## src/rtl/core/quadratic_root_solver_core_defines.svh

```systemverilog
// Assertion macros shared by the quadratic root solver RTL.
// Expects clk and rst_n to be visible where the macros are used.
`ifndef QUADRATIC_ROOT_SOLVER_CORE_DEFINES_SVH
`define QUADRATIC_ROOT_SOLVER_CORE_DEFINES_SVH
`ifndef NO_ASSERTIONS
`define QRS_ASSERT_IMPL(lbl, pre, post) \
    lbl: assert property (@(posedge clk) disable iff (!rst_n) (pre) |-> (post)) \
        else $error("quadratic root solver check failed");
`define QRS_ASSERT_NEXT(lbl, pre, post) \
    lbl: assert property (@(posedge clk) disable iff (!rst_n) (pre) |=> (post)) \
        else $error("quadratic root solver check failed");
`else
`define QRS_ASSERT_IMPL(lbl, pre, post)
`define QRS_ASSERT_NEXT(lbl, pre, post)
`endif
`endif

```

## src/rtl/core/qrs_sqrt.sv

```systemverilog
// Pipelined integer square root, one result bit per register stage.
// Carries an opaque tag alongside; no package dependencies.
module qrs_sqrt #(
    parameter int SW = 33,
    parameter int TW = 8
) (
    input  logic            clk,
    input  logic            rst_n,
    input  logic            en,
    input  logic            in_vld,
    input  logic [2*SW-1:0] rad,
    input  logic [TW-1:0]   in_tag,
    output logic            out_vld,
    output logic [SW-1:0]   root,
    output logic [TW-1:0]   out_tag
);

    logic [SW-1:0]   root_reg [SW];
    logic [SW+1:0]   rem_reg  [SW];
    logic [2*SW-1:0] rad_reg  [SW];
    logic [TW-1:0]   tag_reg  [SW];
    logic            vld_reg  [SW];

    for (genvar k = 0; k < SW; k++)
    begin : g_stage
        logic [SW-1:0]   root_i;
        logic [SW+1:0]   rem_i;
        logic [2*SW-1:0] rad_i;
        logic [TW-1:0]   tag_i;
        logic            vld_i;
        logic [SW+1:0]   rem2;
        logic [SW+1:0]   trial;
        logic            ge;

        if (k == 0)
        begin : g_first
            assign root_i = '0;
            assign rem_i  = '0;
            assign rad_i  = rad;
            assign tag_i  = in_tag;
            assign vld_i  = in_vld;
        end
        else
        begin : g_next
            assign root_i = root_reg[k-1];
            assign rem_i  = rem_reg[k-1];
            assign rad_i  = rad_reg[k-1];
            assign tag_i  = tag_reg[k-1];
            assign vld_i  = vld_reg[k-1];
        end

        assign rem2  = {rem_i[SW-1:0], rad_i[2*SW-1 -: 2]};
        assign trial = {root_i, 2'b01};
        assign ge    = (rem2 >= trial);

        always_ff @(posedge clk or negedge rst_n)
        begin
            if (!rst_n)
            begin
                vld_reg[k] <= 1'b0;
            end
            else if (en)
            begin
                vld_reg[k] <= vld_i;
            end
        end

        always_ff @(posedge clk)
        begin
            if (en)
            begin
                root_reg[k] <= {root_i[SW-2:0], ge};
                rem_reg[k]  <= ge ? (rem2 - trial) : rem2;
                rad_reg[k]  <= rad_i << 2;
                tag_reg[k]  <= tag_i;
            end
        end
    end

    assign out_vld = vld_reg[SW-1];
    assign root    = root_reg[SW-1];
    assign out_tag = tag_reg[SW-1];

endmodule

```

## config.mk

```make
export PLATFORM = sky130hd
export DESIGN_NAME = qrs_sqrt
export DESIGN_NICKNAME = d
export VERILOG_FILES = /design/src/rtl/core/quadratic_root_solver_core_defines.svh /design/src/rtl/core/qrs_sqrt.sv
export SDC_FILE = /design/constraint.sdc
export NUM_CORES = 2
export LEC_CHECK = 0
export BUFFER_PORTS_ARGS = -buffer_cell sky130_fd_sc_hd__buf_2
export CAP_MARGIN = 20
export CORE_UTILIZATION = 40
export CTS_BUF_LIST = sky130_fd_sc_hd__clkbuf_4
export DETAILED_ROUTE_END_ITERATION = 6
export PLACE_DENSITY = 0.66
export SKIP_CTS_REPAIR_TIMING = 1
export SLEW_MARGIN = 30
export SYNTH_ARGS = -nofsm -noshare
export SYNTH_HDL_FRONTEND = slang
export SYNTH_MEMORY_MAX_BITS = 65536
export SYNTH_SLANG_ARGS = --single-unit
```

## constraint.sdc

```tcl
create_clock -name clk -period 7.3 [get_ports clk]
set_input_delay 1.46 -clock clk [delete_from_list [all_inputs] [get_ports clk]]
set_output_delay 1.46 -clock clk [all_outputs]
set_load 0.1 [all_outputs]
```

==> out/metrics.cfg <==
[worst_hold_path]
hp-class = input port to register

[cts]
insertion_delay_ns = 1.58
max-clock-path-buffers = 4
cts_sinks = 2921
htreeDepth = 6
clk_pin_slew_ns = 0.06
cts_inserted_buffers = 758
cts_tree = done
cts_root_buf = clkbuf_4

[timing]
min_period_over_period = 0.634
rsz0062_at_grt = false
hold_violations = 0
finalSetupViolCount = 0
period_needed_ns = 4.63
fin_worst_skew_ns = 0.145
setup-tns-final_ns = 0
maxSlewViolCount = 0
max_freq_ghz = 0.216
max_slew.worst_pin.slew_ns = 0.961
slew_headroom = 0.359

[detailed_routing]
drtIter0Drc = 5765
wl_per_cell_um = 17.7
ant_nets = 0
wirelength_um = 277000
vias = 80700
first_pass_iters = 7
viasPerCell = 5.15
drcViolationCount = 0

[finish]
drive_gt1_frac = 0.139
area_delta_synth_final_pct = 12.6
utilization = 0.453
fillers = 29400
final_cell_area_sq_um = 148000
largest_register_ffs = 1056
layout.nets = 11400

[synthesis]
synth_top_area_cell = edfxtp_1
synth_commonest_cells = edfxtp_1, inv_1, nand2_1
synth_edf_count = 2888
ys_warn_count = 0
synth.most_common_cell = edfxtp_1
synth_nets = 10600
postSynthCellCount = 9915
ys_async_sr_fraction = 0.0113
yosysUniqueCellTypes = 96
synthFlopType = edfxtp_1
synth_area_sq_um = 132000
ys_seq_area_frac = 0.664
avgSynthCellArea_sq_um = 13.3
synth_top_area_frac = 0.657
synth_area_leaders = edfxtp_1, ha_1, xor2_1
ys_ff_latch = 2921

[global_route]
grt_pass1_wl_um = 436000
grt-ovfl-total = 0
grt_use_met1 = 0.213
top_usage_layer = met2
grt_max_degree = 169
antenna_found_initial = 9
track_usage = 0.163
grt_pass1_vias = 80500
grt_use_met3 = 0.0332
use_met2 = 0.267

[floorplanning]
core_sq_um = 328000
die_w_um = 576
io_pins = 120
fp.dieH_um = 576
std_cell_rows = 210
start_util = 0.403
dieArea_sq_um = 332000

[placed_design]
dp_hpwl_um = 194000
dpl-instance-area_sq_um = 138000
portBuffers = 119
gp_congestion = 0.899

[critical_path]
cp_max_fo = 38
cp-end-kind = register
critPathKind = register to register
crit_required_ns = 8.55
crit_arrival_ns = 5.87
crit_path_start_kind = register

[status]
status = finished clean

[flow_run]
drv_cap = 0

[pwr]
p_per_area_nw_per_um2 = 309
p_leak_nw = 56.7
peakVddDrop_uv = 148

-- cell type report --
| type | instances | area [sq um] | area share |
|---|---|---|---|
| sequential | 2921 | 87500 | 0.590 |
| multi-input combinational | 6033 | 40900 | 0.275 |
| clock buffer | 1057 | 7940 | 0.0534 |
| tap | 4346 | 5440 | 0.0366 |
| inverter | 759 | 2850 | 0.0192 |
| timing repair buffer | 266 | 2110 | 0.0142 |
| clock inverter | 269 | 1690 | 0.0114 |
| antenna | 15 | 37.5 | 0.000253 |
-- layer usage --
metal  up-vias  part of all wire  wire length [um]
li1      39000                 -                 -
met1     38800              0.44            123000
met2      2252              0.47            131000
met3       573             0.053             14600
met4         2             0.032              8880
met5         -          0.000047                13
-- cell families after synthesis --
family,share of synthesized area
simple gates,0.0936
fa+ha+maj,0.0564
xor+xnor,0.0531
mux,0.0101
buf+inv,0.0275
other cells,0.0000284
flops,0.664
compound gates,0.0954
-- per-stage QoR --
step,total power [mW],hold slack [ns],instances,setup slack (ns)
final,45.9,0.190,15700,2.67
after global routing,48.7,-0.0123,15700,2.29
after CTS,46.6,-0.216,15600,2.65
after detailed placement,32.2,0.405,14300,2.69
after global placement,32.1,0.400,14300,2.59
after floorplan,29.2,0.400,9915,3.91
-- power breakdown --
part / internal [mW] / switching (mW)
clock: 7.17 / 6.78
combinational: 3.92 / 5.59
sequential: 21.1 / 1.33
total: 32.2 / 13.7
-- layout by cell type (no fill, tap or decap), types with 22 or more instances in the layout --
cell,instances
nor2b_1,90
o21ai_0,575
mux2_2,110
xnor2_1,390
nand2_1,708
nor2_1,550
a21boi_0,22
buf_4,62
clkbuf_4,1057
o31ai_1,68
a21oi_1,566
or4_1,68
dlygate4sd3_1,67
nand4_1,105
or2_2,42
a21o_1,262
nor4_1,116
a211oi_1,56
clkinv_1,171
o21bai_1,44
dfrtp_1,33
clkinv_2,33
edfxtp_1,2888
and2_1,25
nand2b_1,131
o211ai_1,40
a31oi_1,37
nand3_1,159
nor3_1,245
xor2_1,409
o21a_1,117
buf_2,118
or3_1,99
inv_1,756
ha_1,595
and3_1,50
-- critical path, stage by stage (launching register included) --
cell and delay [ns]:
edfxtp_1 0.39, ha_1 0.38, a21o_1 0.24, a21o_1 0.21
o2111a_1 0.31, o31ai_1 0.61, o21ai_1 0.31, o311ai_0 0.41
nor2b_4 0.71, buf_4 0.39, mux2_2 0.37
-- final timing paths --
check / start / end / slack [ns] / depth (start not counted)
worst max register to register: rem_reg[0][1018] / rem_reg[0][1060] / 2.67 / 10
worst min-delay path: rad[20] / rad_reg[0][20] / 0.19 / 1
worst max-delay path: rem_reg[0][1018] / rem_reg[0][1060] / 2.67 / 10
worst min register to register: tag_reg[1][23] / tag_reg[1][31] / 0.35 / 0
max in group asynchronous: rst_n / g_stage[7].vld_i / 6.24 / 2
min in group asynchronous: rst_n / g_stage[1].vld_i / 0.58 / 2
Note: power is estimated with default switching activity, not from simulation.
